==> config.mk <==
export PLATFORM = sky130hd
export DESIGN_NAME = tccw_ctrl_flat
export DESIGN_NICKNAME = d
export VERILOG_FILES = /design/src/tccw_pkg.sv /design/src/tccw_if.sv /design/src/tccw_ctrl.sv /design/src/flat_wrapper.sv
export SDC_FILE = /design/constraint.sdc
export NUM_CORES = 1
export LEC_CHECK = 0
export BUFFER_PORTS_ARGS = -buffer_cell sky130_fd_sc_hd__buf_2
export CAP_MARGIN = 20
export CELL_PAD_IN_SITES_DETAIL_PLACEMENT = 1
export CELL_PAD_IN_SITES_GLOBAL_PLACEMENT = 1
export CORE_MARGIN = 5
export CORE_UTILIZATION = 35
export CTS_BUF_LIST = sky130_fd_sc_hd__clkbuf_4
export DETAILED_ROUTE_END_ITERATION = 8
export PLACE_DENSITY_LB_ADDON = 0.1
export SLEW_MARGIN = 15
export SYNTH_ARGS = -nofsm -noshare
export SYNTH_HDL_FRONTEND = slang
export SYNTH_SLANG_ARGS = --single-unit
==> constraint.sdc <==
create_clock -name clk -period 3.4 [get_ports clk]
set_input_delay 0.34 -clock clk [delete_from_list [all_inputs] [get_ports clk]]
set_output_delay 0.34 -clock clk [all_outputs]
set_load 0.01 [all_outputs]
==> src/tccw_pkg.sv <==
// Package: shared types, codes and constants of the text console writer.
package tccw_pkg;

  // Field widths of the transactions
  localparam int OPCODE_W    = 1;
  localparam int CHAR_W      = 8;
  localparam int READ_ROW_W  = 5;
  localparam int READ_COL_W  = 7;
  localparam int CELL_W      = 16;
  localparam int ATTR_W      = 8;

  typedef logic [READ_ROW_W-1:0] row_field_t;
  typedef logic [READ_COL_W-1:0] col_field_t;
  typedef logic [CELL_W-1:0]     cell_t;
  typedef logic [CHAR_W-1:0]     char_t;
  typedef logic [ATTR_W-1:0]     attr_t;

  // Operation codes
  localparam logic [OPCODE_W-1:0] OP_PUT  = 1'b0;
  localparam logic [OPCODE_W-1:0] OP_READ = 1'b1;

  // Control characters
  localparam char_t CH_BS  = 8'd8;
  localparam char_t CH_TAB = 8'd9;
  localparam char_t CH_LF  = 8'd10;
  localparam char_t CH_CR  = 8'd13;

  localparam char_t SPACE_CHAR = 8'h20;
  localparam attr_t ATTR_RESET = 8'h04;

  // Memory strobes from the sequencer
  typedef struct packed {
    logic we;
    logic re;
  } mem_cmd_t;

  // Sequencer status seen by the top level
  typedef struct packed {
    logic clearing;
    logic busy;
  } stat_t;

  function automatic cell_t make_cell(input char_t ch, input attr_t attr);
    return {attr, ch};
  endfunction

endpackage

==> src/tccw_if.sv <==
// Interfaces: input, result and configuration channels.
interface tccw_in_if;
  import tccw_pkg::*;
  logic                valid;
  logic                ready;
  logic [OPCODE_W-1:0] opcode;
  char_t               char_code;
  row_field_t          read_row;
  col_field_t          read_col;
  modport source (output valid, output opcode, output char_code, output read_row,
                  output read_col, input ready);
  modport sink   (input valid, input opcode, input char_code, input read_row,
                  input read_col, output ready);
endinterface

interface tccw_out_if;
  import tccw_pkg::*;
  logic       valid;
  logic       ready;
  cell_t      cell_word;
  row_field_t cursor_row;
  col_field_t cursor_col;
  logic       scrolled;
  modport source (output valid, output cell_word, output cursor_row, output cursor_col,
                  output scrolled, input ready);
  modport sink   (input valid, input cell_word, input cursor_row, input cursor_col,
                  input scrolled, output ready);
endinterface


==> src/tccw_ctrl.sv <==
// Sequencer: cursor state, screen access steps, scroll and clearing sweeps.
module tccw_ctrl #(
  parameter int SCREEN_COLS = 80,
  parameter int SCREEN_ROWS = 25,
  parameter int TAB_STOP    = 4,
  parameter int AW          = 11
) (
  input  logic               clk,
  input  logic               rst_n,
  tccw_in_if.sink            in_ch,
  tccw_out_if.source         out_ch,
  input  tccw_pkg::attr_t    attr,
  output tccw_pkg::mem_cmd_t mem_cmd,
  output logic [AW-1:0]      mem_addr,
  output tccw_pkg::cell_t    mem_wdata,
  input  tccw_pkg::cell_t    mem_rdata,
  output tccw_pkg::stat_t    stat
);
  import tccw_pkg::*;

  localparam int ROW_W = $clog2(SCREEN_ROWS);
  localparam int COL_W = $clog2(SCREEN_COLS);
  localparam int PH_W  = $clog2(TAB_STOP);
  localparam int DEPTH = SCREEN_ROWS * SCREEN_COLS;
  localparam logic [ROW_W-1:0] LAST_ROW = ROW_W'(SCREEN_ROWS - 1);
  localparam logic [COL_W-1:0] LAST_COL = COL_W'(SCREEN_COLS - 1);
  localparam logic [PH_W-1:0]  LAST_PH  = PH_W'(TAB_STOP - 1);
  localparam logic [PH_W-1:0]  EOL_PH   = PH_W'((SCREEN_COLS - 1) % TAB_STOP);

  typedef enum logic [7:0] {
    S_CLEAR  = 8'b0000_0001,
    S_IDLE   = 8'b0000_0010,
    S_EXEC   = 8'b0000_0100,
    S_PHYS   = 8'b0000_1000,
    S_ACCESS = 8'b0001_0000,
    S_RDATA  = 8'b0010_0000,
    S_SCROLL = 8'b0100_0000,
    S_DONE   = 8'b1000_0000
  } state_t;

  state_t              state_r, state_nxt;
  logic [AW-1:0]       clr_addr_r, clr_addr_nxt;
  logic [OPCODE_W-1:0] op_r, op_nxt;
  char_t               ch_r, ch_nxt;
  row_field_t          rrow_r, rrow_nxt;
  col_field_t          rcol_r, rcol_nxt;
  logic [ROW_W-1:0]    row_r, row_nxt;
  logic [COL_W-1:0]    col_r, col_nxt;
  logic [PH_W-1:0]     phase_r, phase_nxt;
  logic [ROW_W-1:0]    top_r, top_nxt;
  logic [ROW_W-1:0]    tgt_row_r, tgt_row_nxt;
  logic [COL_W-1:0]    tgt_col_r, tgt_col_nxt;
  logic [ROW_W-1:0]    phys_r, phys_nxt;
  logic                scr_r, scr_nxt;
  cell_t               cell_r, cell_nxt;
  logic                out_valid_r, out_valid_nxt;
  cell_t               out_cell_r, out_cell_nxt;
  row_field_t          out_row_r, out_row_nxt;
  col_field_t          out_col_r, out_col_nxt;
  logic                out_scr_r, out_scr_nxt;

  logic                accept;
  logic [ROW_W:0]      phys_sum;
  logic [PH_W-1:0]     ph_inc, ph_dec;
  logic                in_range;
  logic                is_tab, blank_wr;

  assign accept   = in_ch.valid && in_ch.ready;
  assign phys_sum = {1'b0, top_r} + {1'b0, tgt_row_r};
  assign ph_inc   = (phase_r == LAST_PH) ? '0 : phase_r + 1'b1;
  assign ph_dec   = (phase_r == '0) ? LAST_PH : phase_r - 1'b1;
  assign in_range = (32'(rrow_r) < SCREEN_ROWS) && (32'(rcol_r) < SCREEN_COLS);
  assign is_tab   = (ch_r == CH_TAB);
  assign blank_wr = (ch_r == CH_TAB) || (ch_r == CH_BS);

  // Drive the memory port
  always_comb begin
    mem_cmd.we = 1'b0;
    mem_cmd.re = 1'b0;
    if (state_r == S_CLEAR) begin
      mem_addr  = clr_addr_r;
      mem_wdata = make_cell(SPACE_CHAR, ATTR_RESET);
      mem_cmd.we = 1'b1;
    end else begin
      mem_addr  = AW'(AW'(phys_r) * AW'(SCREEN_COLS) + AW'(tgt_col_r));
      mem_wdata = (state_r == S_SCROLL || blank_wr) ? make_cell(SPACE_CHAR, attr)
                                                     : make_cell(ch_r, attr);
      if (state_r == S_SCROLL) begin
        mem_cmd.we = 1'b1;
      end else if (state_r == S_ACCESS) begin
        mem_cmd.we = (op_r == OP_PUT);
        mem_cmd.re = (op_r == OP_READ);
      end
    end
  end

  // Advance the sequencer
  always_comb begin
    state_nxt    = state_r;
    clr_addr_nxt = clr_addr_r;
    op_nxt       = op_r;
    ch_nxt       = ch_r;
    rrow_nxt     = rrow_r;
    rcol_nxt     = rcol_r;
    row_nxt      = row_r;
    col_nxt      = col_r;
    phase_nxt    = phase_r;
    top_nxt      = top_r;
    tgt_row_nxt  = tgt_row_r;
    tgt_col_nxt  = tgt_col_r;
    phys_nxt     = phys_r;
    scr_nxt      = scr_r;
    cell_nxt     = cell_r;
    case (state_r)
      S_CLEAR: begin
        clr_addr_nxt = clr_addr_r + 1'b1;
        if (clr_addr_r == AW'(DEPTH - 1)) begin
          state_nxt = S_IDLE;
        end
      end
      S_IDLE: begin
        if (accept) begin
          op_nxt    = in_ch.opcode;
          ch_nxt    = in_ch.char_code;
          rrow_nxt  = in_ch.read_row;
          rcol_nxt  = in_ch.read_col;
          scr_nxt   = 1'b0;
          cell_nxt  = '0;
          state_nxt = S_EXEC;
        end
      end
      S_EXEC: begin
        tgt_row_nxt = row_r;
        tgt_col_nxt = col_r;
        if (op_r == OP_READ) begin
          tgt_row_nxt = ROW_W'(rrow_r);
          tgt_col_nxt = COL_W'(rcol_r);
          state_nxt   = in_range ? S_PHYS : S_DONE;
        end else begin
          case (ch_r)
            CH_LF: begin
              col_nxt   = '0;
              phase_nxt = '0;
              if (row_r == LAST_ROW) begin
                phys_nxt    = top_r;
                tgt_col_nxt = '0;
                scr_nxt     = 1'b1;
                state_nxt   = S_SCROLL;
              end else begin
                row_nxt   = row_r + 1'b1;
                state_nxt = S_DONE;
              end
            end
            CH_CR: begin
              col_nxt   = '0;
              phase_nxt = '0;
              state_nxt = S_DONE;
            end
            CH_BS: begin
              if (col_r != '0) begin
                col_nxt     = col_r - 1'b1;
                phase_nxt   = ph_dec;
                tgt_col_nxt = col_r - 1'b1;
                state_nxt   = S_PHYS;
              end else if (row_r != '0) begin
                row_nxt     = row_r - 1'b1;
                col_nxt     = LAST_COL;
                phase_nxt   = EOL_PH;
                tgt_row_nxt = row_r - 1'b1;
                tgt_col_nxt = LAST_COL;
                state_nxt   = S_PHYS;
              end else begin
                state_nxt = S_DONE;
              end
            end
            default: begin
              state_nxt = S_PHYS;
            end
          endcase
        end
      end
      S_PHYS: begin
        // Map the screen row onto the stored row
        phys_nxt  = (phys_sum >= (ROW_W+1)'(SCREEN_ROWS))
                    ? ROW_W'(phys_sum - (ROW_W+1)'(SCREEN_ROWS)) : ROW_W'(phys_sum);
        state_nxt = S_ACCESS;
      end
      S_ACCESS: begin
        if (op_r == OP_READ) begin
          state_nxt = S_RDATA;
        end else if (ch_r == CH_BS) begin
          state_nxt = S_DONE;
        end else if (col_r == LAST_COL) begin
          // Wrap to the next row, scrolling from the bottom row
          col_nxt   = '0;
          phase_nxt = '0;
          if (row_r == LAST_ROW) begin
            phys_nxt    = top_r;
            tgt_col_nxt = '0;
            scr_nxt     = 1'b1;
            state_nxt   = S_SCROLL;
          end else begin
            row_nxt   = row_r + 1'b1;
            state_nxt = S_DONE;
          end
        end else begin
          col_nxt   = col_r + 1'b1;
          phase_nxt = ph_inc;
          if (is_tab && ph_inc != '0) begin
            tgt_col_nxt = col_r + 1'b1;
            state_nxt   = S_ACCESS;
          end else begin
            state_nxt = S_DONE;
          end
        end
      end
      S_RDATA: begin
        cell_nxt  = mem_rdata;
        state_nxt = S_DONE;
      end
      S_SCROLL: begin
        // Blank the old top row, then rotate the top
        if (tgt_col_r == LAST_COL) begin
          top_nxt   = (top_r == LAST_ROW) ? '0 : top_r + 1'b1;
          state_nxt = S_DONE;
        end else begin
          tgt_col_nxt = tgt_col_r + 1'b1;
        end
      end
      S_DONE: begin
        if (!out_valid_r || out_ch.ready) begin
          state_nxt = S_IDLE;
        end
      end
      default: begin
        state_nxt = S_IDLE;
      end
    endcase
  end

  // Load the result register
  always_comb begin
    out_valid_nxt = out_valid_r;
    out_cell_nxt  = out_cell_r;
    out_row_nxt   = out_row_r;
    out_col_nxt   = out_col_r;
    out_scr_nxt   = out_scr_r;
    if (out_ch.ready) begin
      out_valid_nxt = 1'b0;
    end
    if (state_r == S_DONE && (!out_valid_r || out_ch.ready)) begin
      out_valid_nxt = 1'b1;
      out_cell_nxt  = cell_r;
      out_row_nxt   = row_field_t'(row_r);
      out_col_nxt   = col_field_t'(col_r);
      out_scr_nxt   = scr_r;
    end
  end

  always_ff @(posedge clk) begin
    if (!rst_n) begin
      state_r     <= S_CLEAR;
      clr_addr_r  <= '0;
      row_r       <= '0;
      col_r       <= '0;
      phase_r     <= '0;
      top_r       <= '0;
      out_valid_r <= 1'b0;
    end else begin
      state_r     <= state_nxt;
      clr_addr_r  <= clr_addr_nxt;
      row_r       <= row_nxt;
      col_r       <= col_nxt;
      phase_r     <= phase_nxt;
      top_r       <= top_nxt;
      out_valid_r <= out_valid_nxt;
    end
  end

  always_ff @(posedge clk) begin
    op_r       <= op_nxt;
    ch_r       <= ch_nxt;
    rrow_r     <= rrow_nxt;
    rcol_r     <= rcol_nxt;
    tgt_row_r  <= tgt_row_nxt;
    tgt_col_r  <= tgt_col_nxt;
    phys_r     <= phys_nxt;
    scr_r      <= scr_nxt;
    cell_r     <= cell_nxt;
    out_cell_r <= out_cell_nxt;
    out_row_r  <= out_row_nxt;
    out_col_r  <= out_col_nxt;
    out_scr_r  <= out_scr_nxt;
  end

  assign in_ch.ready      = (state_r == S_IDLE);
  assign out_ch.valid     = out_valid_r;
  assign out_ch.cell_word = out_cell_r;
  assign out_ch.cursor_row = out_row_r;
  assign out_ch.cursor_col = out_col_r;
  assign out_ch.scrolled  = out_scr_r;

  assign stat.clearing = (state_r == S_CLEAR);
  assign stat.busy     = (state_r != S_IDLE) && (state_r != S_CLEAR);

endmodule

==> src/flat_wrapper.sv <==
// flat-port wrapper written by rule: the top's interface ports become plain ports
module tccw_ctrl_flat import tccw_pkg::*;
#(
  parameter int SCREEN_COLS = 80,
  parameter int SCREEN_ROWS = 25,
  parameter int TAB_STOP    = 4,
  parameter int AW          = 11
)
  (clk, rst_n, attr, mem_cmd, mem_addr, mem_wdata, mem_rdata, stat, in_ch_valid, in_ch_opcode, in_ch_char_code, in_ch_read_row, in_ch_read_col, in_ch_ready, out_ch_valid, out_ch_cell_word, out_ch_cursor_row, out_ch_cursor_col, out_ch_scrolled, out_ch_ready);
  tccw_in_if in_ch_i ();
  tccw_out_if out_ch_i ();
  input  logic clk;
  input  logic rst_n;
  input  tccw_pkg::attr_t attr;
  output tccw_pkg::mem_cmd_t mem_cmd;
  output logic [AW-1:0] mem_addr;
  output tccw_pkg::cell_t mem_wdata;
  input  tccw_pkg::cell_t mem_rdata;
  output tccw_pkg::stat_t stat;
  input wire logic [$bits(in_ch_i.valid)-1:0] in_ch_valid;
  input wire logic [$bits(in_ch_i.opcode)-1:0] in_ch_opcode;
  input wire logic [$bits(in_ch_i.char_code)-1:0] in_ch_char_code;
  input wire logic [$bits(in_ch_i.read_row)-1:0] in_ch_read_row;
  input wire logic [$bits(in_ch_i.read_col)-1:0] in_ch_read_col;
  output wire logic [$bits(in_ch_i.ready)-1:0] in_ch_ready;
  output wire logic [$bits(out_ch_i.valid)-1:0] out_ch_valid;
  output wire logic [$bits(out_ch_i.cell_word)-1:0] out_ch_cell_word;
  output wire logic [$bits(out_ch_i.cursor_row)-1:0] out_ch_cursor_row;
  output wire logic [$bits(out_ch_i.cursor_col)-1:0] out_ch_cursor_col;
  output wire logic [$bits(out_ch_i.scrolled)-1:0] out_ch_scrolled;
  input wire logic [$bits(out_ch_i.ready)-1:0] out_ch_ready;
  assign in_ch_i.valid = in_ch_valid;
  assign in_ch_i.opcode = in_ch_opcode;
  assign in_ch_i.char_code = in_ch_char_code;
  assign in_ch_i.read_row = in_ch_read_row;
  assign in_ch_i.read_col = in_ch_read_col;
  assign in_ch_ready = in_ch_i.ready;
  assign out_ch_valid = out_ch_i.valid;
  assign out_ch_cell_word = out_ch_i.cell_word;
  assign out_ch_cursor_row = out_ch_i.cursor_row;
  assign out_ch_cursor_col = out_ch_i.cursor_col;
  assign out_ch_scrolled = out_ch_i.scrolled;
  assign out_ch_i.ready = out_ch_ready;
  tccw_ctrl #(.SCREEN_COLS(SCREEN_COLS), .SCREEN_ROWS(SCREEN_ROWS), .TAB_STOP(TAB_STOP), .AW(AW)) u_core (.clk(clk), .rst_n(rst_n), .in_ch(in_ch_i), .out_ch(out_ch_i), .attr(attr), .mem_cmd(mem_cmd), .mem_addr(mem_addr), .mem_wdata(mem_wdata), .mem_rdata(mem_rdata), .stat(stat));
endmodule
# --- Yosys cells after proc, flatten, opt, wreduce, memory -nomap -nowiden ---
# Cells that the tools add are included.
classes:
  add_sub_neg: 12
  multipliers: 1
  order_cmp: 3
  eq_ne: 35
  n_mux: 83
  bitwise: 1
  reduce_logical: 30
op_table:
  columns: ["cell", "n"]
  rows:
  - ["$mux W8", 14]
  - ["$mux W7", 14]
  - ["$mux W5", 17]
  - ["$pmux W8 S8", 1]
  - ["$pmux W7 S2", 3]
  - ["$eq A8 B4 Y1 const B", 5]
  - ["$mux W16", 2]
  - ["$pmux W16 S2", 1]
  - ["$pmux W8 S3", 1]
  - ["$reduce_and A6 Y1", 4]
  - ["$pmux W7 S3", 1]
  - ["$pmux W5 S2", 2]
  - ["$mux W2", 9]
  - ["$ne A2 B2 Y1 const B", 8]
  - ["$pmux W5 S3", 1]
  - ["$add A7 B1 Y7 const B", 2]
  - ["$eq A7 B7 Y1 const B", 2]
  - ["$mux W1", 13]
  - ["$add A11 B1 Y11 const B", 1]
  - ["$add A11 B7 Y11", 1]
  - ["$eq A11 B11 Y1 const B", 1]
  - ["$mux W11", 1]
  - ["$add A5 B1 Y5 const B", 2]
  - ["$eq A5 B5 Y1 const B", 2]
  - ["other kinds (40)", 57]
word_totals:
  ff_bits: 123
  input_bits: 49
  out_inout_bits: 62
  wordCells: 185

# --- Logic depth before layout (Yosys ltp) ---
# Gate-level depths: netlist of the first run.
logic_depth:
  depth_word: 9
  mapped_depth: 10
  mapped_depth_nobuf: 9

# --- Least setup slack after synthesis of the first run ---
# OpenSTA, ideal clock, no wires.
synth_path:
  kind: "reg-to-reg"
  from: "register u_core.state_r[3]"
  to: "register u_core.out_cell_r[0] (netlist: u_core.out_ch.cell_word[0]), enable pin"
  setup_time_ps: 418
  t_arrival_ps: 2744
  required_time_ps: 2982
  setup_slack_ps: 238
  path_stages_with_launch: 4
  n_path_buf: 0
  period_less_slack_ps: 3162
  cell_sequence: "dfxtp_1 > or4_4 > or4_1 > nor2b_1"
synth_between:
  elab_chain_len: 2
synth_lines:
  columns: ["item", "line", "rtl"]
  rows:
  - ["from (decl)", "tccw_ctrl.sv:41", "state_t state_r, state_nxt;"]
  - ["from (signal assigned)", "tccw_ctrl.sv:270", "state_r <= state_nxt;"]
  - ["$eq A8 B8 Y1", "tccw_ctrl.sv:251", "if (state_r == S_DONE && (!out_valid_r || out_ch.ready)) begin"]
  - ["$logic_and A1 B1 Y1", "tccw_ctrl.sv:251", null]
  - ["to (signal assigned)", "tccw_ctrl.sv:290", "out_cell_r <= out_cell_nxt;"]
  - ["to (decl)", "tccw_ctrl.sv:57", "cell_t out_cell_r, out_cell_nxt;"]
# Every way passes these cells.
# A chain may end at the register's enable or synchronous reset.

# --- Worst setup path in the final report of the first run ---
layout_path:
  from: "register u_core.phys_r[1]"
  to: "output port mem_addr[10]"
layout_between:
  elab_chain_len: 3
layout_lines:
  columns: ["item", "line", "rtl"]
  rows:
  - ["from (decl)", "tccw_ctrl.sv:53", "logic [ROW_W-1:0] phys_r, phys_nxt;"]
  - ["from (signal assigned)", "tccw_ctrl.sv:287", "phys_r <= phys_nxt;"]
  - ["$mul A5 B3 Y7", "tccw_ctrl.sv:85", "mem_addr = AW'(AW'(phys_r) * AW'(SCREEN_COLS) + AW'(tgt_col_r));"]
  - ["$add A11 B7 Y11", "tccw_ctrl.sv:85", null]
  - ["$mux W11", "tccw_ctrl.sv:80", "if (state_r == S_CLEAR) begin"]
  - ["to (decl)", "flat_wrapper.sv:16", "output logic [AW-1:0] mem_addr;"]
# Every way passes these cells.

==> metrics, run 1 <==
Syn Inst Count 695; cell-by-cell trace of the critical path ha_1, ha_1, fa_2, xor2_2, o2111ai_1, xor2_1, xnor2_1, a21oi_1, buf_2; core area 19,400 sq um; chip height 150.2 microns; vias per cell 5.312; Setup Total Neg Slack 0 ps; share of post-route cells with drive strength above 1 23.05%; Setup crit start kind register; Mean Syn Cell Area 9.900 sq um; # Max-Cap Violations 0; Worst EP required 3060 ps; leading cell type in the layout, fill and taps excluded buf_2; final core occ 43.03%; CP Buf/Inv Count 1; Lkg Pwr 3.236 nW; drt first pass iters 5; dominant synthesized flop cell edfxtp_1; Post-synth EDFFs 84; layout overhead on the synthesized area 21.31%; headroom to the max-slew limit 40.51%; initial antenna violation count 1; final setup fails 0; CP delay by family, top adder cells; fill count 2,282; worst skew pair latency 570 ps; CP arrival 2840 ps; synthesized area 6880 sq um; Worst Max-Slew Pin Slew 885.5 ps; CP Class reg2out; Yosys warning total 0; grt ovf 0; final worst-path cycle share 93.48%; CTS root buf clkbuf_4; clk sinks 123; post-route minimum period 3178 ps; Hold WC Path Type in2reg; CP Capture Type primary output; Starting Density 35.47%; die area 22,560 sq um; pin count of the biggest net entering global routing 30; power per cell area 391.0 nW/um^2; Max Slew Vio Count 0; CTS tree done; drt total wl 21,070 microns; GRT Resource Usage Total 19.12%; CP max stage cell edfxtp_1; Initial DRC Count 347; IO Count 111; H-tree Lvls 4; area taken by multi-input logic gates 3358 sq um; Yosys reg bits 123; wire per inst 18.94 microns; Die X 150.2 microns; DP Wirelength 15,780 microns; crit-path max cell delay 420 ps; Final Hold Fails 0; Vias 5,907; CP Max Fanout 2; I/O Buffers 110; Clock Pin Slew Worst Setup and Hold Paths 130 ps; Overall Power 3.264 mW; TritonCTS Buffers 17; # DRC 0; CTS Buffer Depth 2; register area share after synthesis 48.01%; Top cell by count, worst path ha_1; ys async rst share 0%; global-route wire length before repair 33,290 microns; ANT nets after route 0; status finished, final reports clean; routability cong. 0.8624; max frequency 314.6 MHz; placement row count 51; Reg area 3303 sq um; most frequent cells in the layout buf_2 (110), edfxtp_1 (84), nand2_1 (65), nor2_1 (59), o21ai_0 (40); tightest hold margin 69.14 ps; Final nets 912; RSZ-0062 raised after global routing false; Max Clock Skew 39.97 ps; number of global-route vias before repair 6,066; Post-Synthesis Net Count 774; Netlist cell types 73; IR Drop Worst-Case VDD 0.1790 mV
[what timing repair did]
item	in CTS	in global routing
buffers inserted	0	3
setup endpoints to repair	0	1
hold endpoints to repair	21	1
resized for setup	0	2
hold buffers	21	1
[sequential cells by signal, summed over array words and instances (netlist names), 2 cells and up]
signal,cells
u_core.phys_r,5
u_core.cell_r,16
u_core.rcol_r,7
u_core.top_r,5
u_core.rrow_r,5
u_core.out_ch.cursor_col,7
u_core.out_ch.cursor_row,5
u_core.state_r,8
u_core.row_r,5
u_core.out_ch.cell_word,16
u_core.clr_addr_r,11
u_core.ch_r,8
u_core.tgt_row_r,5
u_core.phase_r,2
u_core.col_r,7
u_core.tgt_col_r,7
[worst paths after layout]
path | slack [ps] | to | startpoint | cells past startpoint
setup / recovery | 220 | mem_addr[10] | u_core.phys_r[1]$_DFFE_PP_ | 9
hold / removal | 70 | u_core.cell_r[2]$_SDFFCE_PN0P_ | mem_rdata[2] | 2
setup reg to reg | 500 | u_core.phys_r[1]$_DFFE_PP_ | u_core.top_r[0]$_SDFFE_PN0P_ | 9
hold reg to reg | 420 | u_core.out_ch.cell_word[13]$_DFFE_PP_ | u_core.cell_r[13]$_SDFFCE_PN0P_ | 0
[routing by layer]
layer	up-vias	part of all wire, %	GRT usage, %	routed length, microns
li1	2820	-	-	-
met1	2900	45	25.34	9440
met2	165	49	32.08	10320
met3	22	4.5	3.402	953
met4	0	1.7	5.627	348
met5	-	0	0	0
[cells by family after synthesis]
family / share of synthesized area (%)
AND/OR/NAND/NOR: 22.73
AO/OA/AOI/OAI: 14.17
flip-flops: 48.01
buffers and inverters: 3.528
XOR/XNOR: 4.455
adder cells (fa/ha/maj): 5.783
multiplexers: 1.328
[where the power goes]
group | switching (mW) | internal (mW)
sequential | 0.0386 | 1.63
clock | 0.671 | 0.467
combinational | 0.266 | 0.193
[through the flow]
stage	area [sq um]	worst slack [ps]	instances
finish	8347	221.6	1112
global route	8347	9.002	1112
CTS	8302	55.08	1107
detailed placement	7782	514.4	1054
global placement	7782	647.9	1054
floorplan	6880	238.1	695
[cell usage after synthesis, types with 6 or more instances]
master	n	area, sq um
mux2i_1	8	80.08
a211oi_1	6	45.04
a21o_1	7	52.55
a31oi_1	6	37.54
nor2_1	59	221.5
dfxtp_1	39	780.8
ha_1	27	337.8
nor3_1	19	95.09
edfxtp_1	84	2522
and2_1	32	200.2
xnor2_1	13	113.9
nand2b_1	15	93.84
nand3_1	26	130.1
a21oi_1	38	190.2
clkbuf_1	31	116.4
xor2_1	22	192.7
nand2_1	65	244.0
o21ai_0	40	200.2
nor2b_1	7	43.79
nor4_1	8	50.05
inv_1	20	75.07
or3_1	6	37.54
and3_1	12	75.07
[layout make-up]
type	count	share of cell area, %
clock buffers	17	1.529
inverters	23	1.094
repair buffers	156	11.39
diodes	1	0.02998
flip-flops and latches	123	39.57
well taps	265	3.972
clock inverters	15	2.174
multi-input cells	512	40.23
Power figures use the tool's default switching activity.
==> run 2: changes to the inputs <==
==> constraint.sdc (replaced) <==
create_clock -name clk -period 3.4 [get_ports clk]
set_input_delay 0.34 -clock clk [delete_from_list [all_inputs] [get_ports clk]]
set_output_delay 0.34 -clock clk [all_outputs]
set_load 0.005 [all_outputs]
==> run 2 against run 1 <==
Compared with the run above: hold slack got worse by 12 ps; setup slack worse by 20 ps; cell area increased by 0.21%; global-route usage decreased by 0.33 points; largest power group unchanged; maximum frequency fell by 0.63%; register-to-register slack improved by 40 ps; sequential power about the same; critical path type unchanged; non-clock buffer count grew 1; clock skew fell by 18 ps.
==> metrics, run 2 (same netlist as run 1, synthesis figures left out) <==
status finished, final reports clean; RSZ-0062 raised after global routing false; wire per inst 18.90 microns; CP max stage cell fa_1; met3 Use GR 4.094%; CP Buf/Inv Count 1; Die X 150.2 microns; leading cell type in the layout, fill and taps excluded buf_2; number of global-route vias before repair 6,005; CTS Buffer Depth 2; worst setup margin 201.4 ps; pre-CTS setup slack 560.5 ps; DP Wirelength 15,700 microns; IR Drop Worst-Case VDD 0.1652 mV; # Max-Cap Violations 0; global-route wire length before repair 32,670 microns; Clock Pin Slew Worst Setup and Hold Paths 130 ps; routability cong. 0.8766; H-tree Lvls 4; CP Capture Type primary output; Final Hold Fails 0; max frequency 312.6 MHz; Setup crit start kind register; layout overhead on the synthesized area 21.57%; final worst-path cycle share 94.08%; placement row count 51; CP delay by family, top adder cells; vias per cell 5.267; I/O Buffers 110; core area 19,400 sq um; GRT Resource Usage Total 18.78%; cell-by-cell trace of the critical path ha_1, ha_1, fa_1, xor2_2, o2111ai_1, xor2_1, xnor2_1, a21oi_1, buf_2; headroom to the max-slew limit 45.17%; Starting Density 35.47%; crit-path max cell delay 430 ps; Hold WC Path Type in2reg; drt first pass iters 4; Worst Max-Slew Pin Slew 816.2 ps; met2 GRT Util 31.22%; initial antenna violation count 1; Lkg Pwr 3.237 nW; pin count of the biggest net entering global routing 30; final setup fails 0; Final nets 913; grt ovf 0; Initial DRC Count 245; CP arrival 2860 ps; Vias 5,862; IO Count 111; worst skew pair latency 560 ps; Setup Total Neg Slack 0 ps; Max Clock Skew 22.01 ps; GR Layer Usage met1 24.66%; power per cell area 389.0 nW/um^2; ANT nets after route 0; CP Class reg2out; CTS root buf clkbuf_4; drt total wl 21,040 microns; Worst EP required 3060 ps; Top cell by count, worst path ha_1; Max Slew Vio Count 0; die area 22,560 sq um; share of post-route cells with drive strength above 1 22.79%; most frequent cells in the layout buf_2 (110), edfxtp_1 (84), nand2_1 (65), nor2_1 (59), o21ai_0 (40); clk sinks 123; CP Max Fanout 2; gr busiest metal met2; CTS tree done; # DRC 0; chip height 150.2 microns; post-route minimum period 3199 ps; TritonCTS Buffers 17
[run 2: routing by layer]
| metal | vias to the layer above | share of wire (%) |
|---|---|---|
| li1 | 2828 | - |
| met1 | 2849 | 45 |
| met2 | 158 | 48 |
| met3 | 27 | 5.0 |
| met4 | 0 | 1.8 |
| met5 | - | 0 |
[run 2: worst reg2reg max path: cells and delay by family, from the launching register on]
kind	cells	cell delay, ps
AOI/OAI and AO/OA	2	530
muxes	1	190
DFF	1	480
buffers and inverters	1	60
adders and majority gates	3	970
and+or+nand+nor	2	370
[run 2: through the flow]
stage	cells	util [%]	instance area (sq um)	total power, mW	hold slack (ps)
detailed placement	1054	40.12	7782	2.112	407.4
CTS	1107	42.87	8317	3.311	12.46
finish	1113	43.12	8364	3.254	57.27
floorplan	695	-	6880	1.914	400.3
global route	1113	43.12	8364	3.437	5.328
global placement	1054	40.12	7782	2.101	402.3
[run 2: final cells by class]
type / count / area (sq um)
Tap cell: 265 / 331.6
Fill cell: 2260 / 11030
Clock inverter: 15 / 188.9
Antenna cell: 1 / 2.502
Multi-Input combinational cell: 512 / 3356
Sequential cell: 123 / 3303
Inverter: 23 / 91.34
Clock buffer: 17 / 127.6
Timing Repair Buffer: 157 / 963.4
[run 2: where the power goes]
group          internal [mW]  switching, mW
Sequential              1.63         0.0378
Combinational          0.193          0.234
Clock                  0.523          0.639
Total                   2.34          0.911
[run 2: final timing paths]
path                             startpoint                              endpoint  slack [ps]  cells after the start
min reg2reg  u_core.cell_r[8]$_SDFFCE_PN0P_  u_core.out_ch.cell_word[8]$_DFFE_PP_         420                      0
max              u_core.phys_r[1]$_DFFE_PP_                          mem_addr[10]         200                      9
max reg2reg    u_core.top_r[0]$_SDFFE_PN0P_            u_core.phys_r[1]$_DFFE_PP_         540                      9
min                           mem_rdata[10]       u_core.cell_r[10]$_SDFFCE_PN0P_          60                      2
[run 2: timing repair]
action	CTS	global route
gates cloned	0	0
endpoints found under the setup margin	1	1
setup buffers	0	2
resized for setup	1	0
hold endpoints to repair	21	3
hold buffers	21	3
==> run 3: changes to the inputs <==
--- a/config.mk
+++ b/config.mk
@@ -13,7 +13,7 @@
 export CORE_UTILIZATION = 35
 export CTS_BUF_LIST = sky130_fd_sc_hd__clkbuf_4
 export DETAILED_ROUTE_END_ITERATION = 8
-export PLACE_DENSITY_LB_ADDON = 0.1
+export PLACE_DENSITY = 0.77
 export SLEW_MARGIN = 15
 export SYNTH_ARGS = -nofsm -noshare
 export SYNTH_HDL_FRONTEND = slang
==> run 3 against run 2 <==
Compared with the run above: clock power decreased by 9%; sequential share of layout area increased by 0.41 points; sequential cell count unchanged; register-to-register slack got worse by 100 ps; critical endpoint unchanged.
==> metrics, run 3 (same netlist as run 1, synthesis figures left out) <==
status finished, final reports clean; most frequent cells in the layout buf_2 (110), edfxtp_1 (84), nand2_1 (65), nor2_1 (59), o21ai_0 (40); final setup fails 0; core area 19,400 sq um; headroom to the max-slew limit 49.88%; fill count 2,259; area taken by multi-input logic gates 3361 sq um; post-route minimum period 3287 ps; CP Capture Type primary output; placement row count 51; drt first pass iters 5; DP Wirelength 15,380 microns; grt ovf 0; IR Drop Worst-Case VDD 0.1786 mV; wire per inst 18.74 microns; Final nets 905; Vias 5,948; I/O Buffers 110; GRT Resource Usage Total 18.57%; layout overhead on the synthesized area 20.33%; IO Count 111; Initial DRC Count 408; power per cell area 379.5 nW/um^2; # Max-Cap Violations 0; clk sinks 123; share of post-route cells with drive strength above 1 22.41%; # DRC 0; worst setup margin 113.4 ps; Max Clock Skew 26.39 ps; Setup Total Neg Slack 0 ps; CP Max Fanout 3; final worst-path cycle share 96.66%; die area 22,560 sq um; global-route wire length before repair 32,620 microns; Worst EP required 3060 ps; diodes inserted 0; Post-CTS Setup Bufs 0; Lkg Pwr 3.186 nW; CTS tree done; Max Slew Vio Count 0; worst skew pair latency 580 ps; final core occ 42.68%; CP arrival 2950 ps; initial antenna violation count 1; number of global-route vias before repair 6,026; CTS Buffer Depth 2; Clock Pin Slew Worst Setup and Hold Paths 140 ps; Reg area 3303 sq um; ANT nets after route 0; pin count of the biggest net entering global routing 29; Setup crit start kind register; Final Hold Fails 0; H-tree Lvls 4; CTS root buf clkbuf_4; pre-CTS setup slack 495.6 ps; Starting Density 35.47%; TritonCTS Buffers 17; Worst Max-Slew Pin Slew 751.9 ps; CP Class reg2out; drt total wl 20,690 microns; routability cong. 0.9279; chip height 150.2 microns; vias per cell 5.388; RSZ-0062 raised after global routing false; tightest hold margin 29.18 ps; max frequency 304.3 MHz; Hold WC Path Type in2reg; Die X 150.2 microns; leading cell type in the layout, fill and taps excluded buf_2
-- run 3: changes by cell type in the layout (fill, tap and decap cells not counted), moves of 2 or more --
cell           delta
buf_4             -7
dlygate4sd3_1     -2
clkinv_4          +2
bufinv_16         -2
-- run 3: timing repair --
action                                  in CTS  in global routing
gates resized for setup                      0                  2
endpoints found under the hold margin       22                  0
endpoints found under the setup margin       0                  5
hold buffers                                22                  0
-- run 3: worst max-delay path: stages, from the launching register on --
cell	delay, ps
edfxtp_1	460
ha_1	330
ha_1	220
fa_1	410
xor2_2	190
o2111ai_1	160
xor2_1	180
xnor2_1	140
a21oi_1	140
buf_2	140
-- run 3: worst paths after layout --
path                             startpoint                                    to  slack, ps  depth (start not counted)
max              u_core.phys_r[1]$_DFFE_PP_                          mem_addr[10]        110                          9
min                            mem_rdata[8]        u_core.cell_r[8]$_SDFFCE_PN0P_         30                          2
max reg2reg        u_core.ch_r[0]$_DFFE_PP_          u_core.row_r[2]$_SDFFE_PN0P_        440                          6
min reg2reg  u_core.cell_r[5]$_SDFFCE_PN0P_  u_core.out_ch.cell_word[5]$_DFFE_PP_        440                          0
-- run 3: through the flow --
| stage | instances | total power [mW] | cell area, sq um |
|---|---|---|---|
| after floorplan | 695 | 1.914 | 6880 |
| after global placement | 1050 | 2.100 | 7765 |
| after detailed placement | 1050 | 2.113 | 7765 |
| after CTS | 1104 | 3.181 | 8267 |
| after global routing | 1104 | 3.292 | 8279 |
| final | 1104 | 3.142 | 8279 |
-- run 3: power by group --
group	internal [mW]	switching (mW)	total, mW
sequential	1.63	0.0383	1.67
combinational	0.188	0.242	0.429
clock	0.386	0.661	1.05
total	2.20	0.941	3.14
-- run 3: per-layer routing --
layer / global-route usage [%] / vias to the layer above / wire length, microns
li1: - / 2818 / -
met1: 23.91 / 2887 / 8998
met2: 30.57 / 201 / 9803
met3: 4.305 / 42 / 1382
met4: 6.770 / 0 / 504
met5: 0 / - / 0
-- run 3: area by class of cell --
class	count	share of cell area (%)
Tap cell	265	4.005
Sequential cell	123	39.90
Clock inverter	15	1.859
Timing Repair Buffer	149	11.00
Multi-Input combinational cell	512	40.59
Clock buffer	17	1.541
Inverter	23	1.103
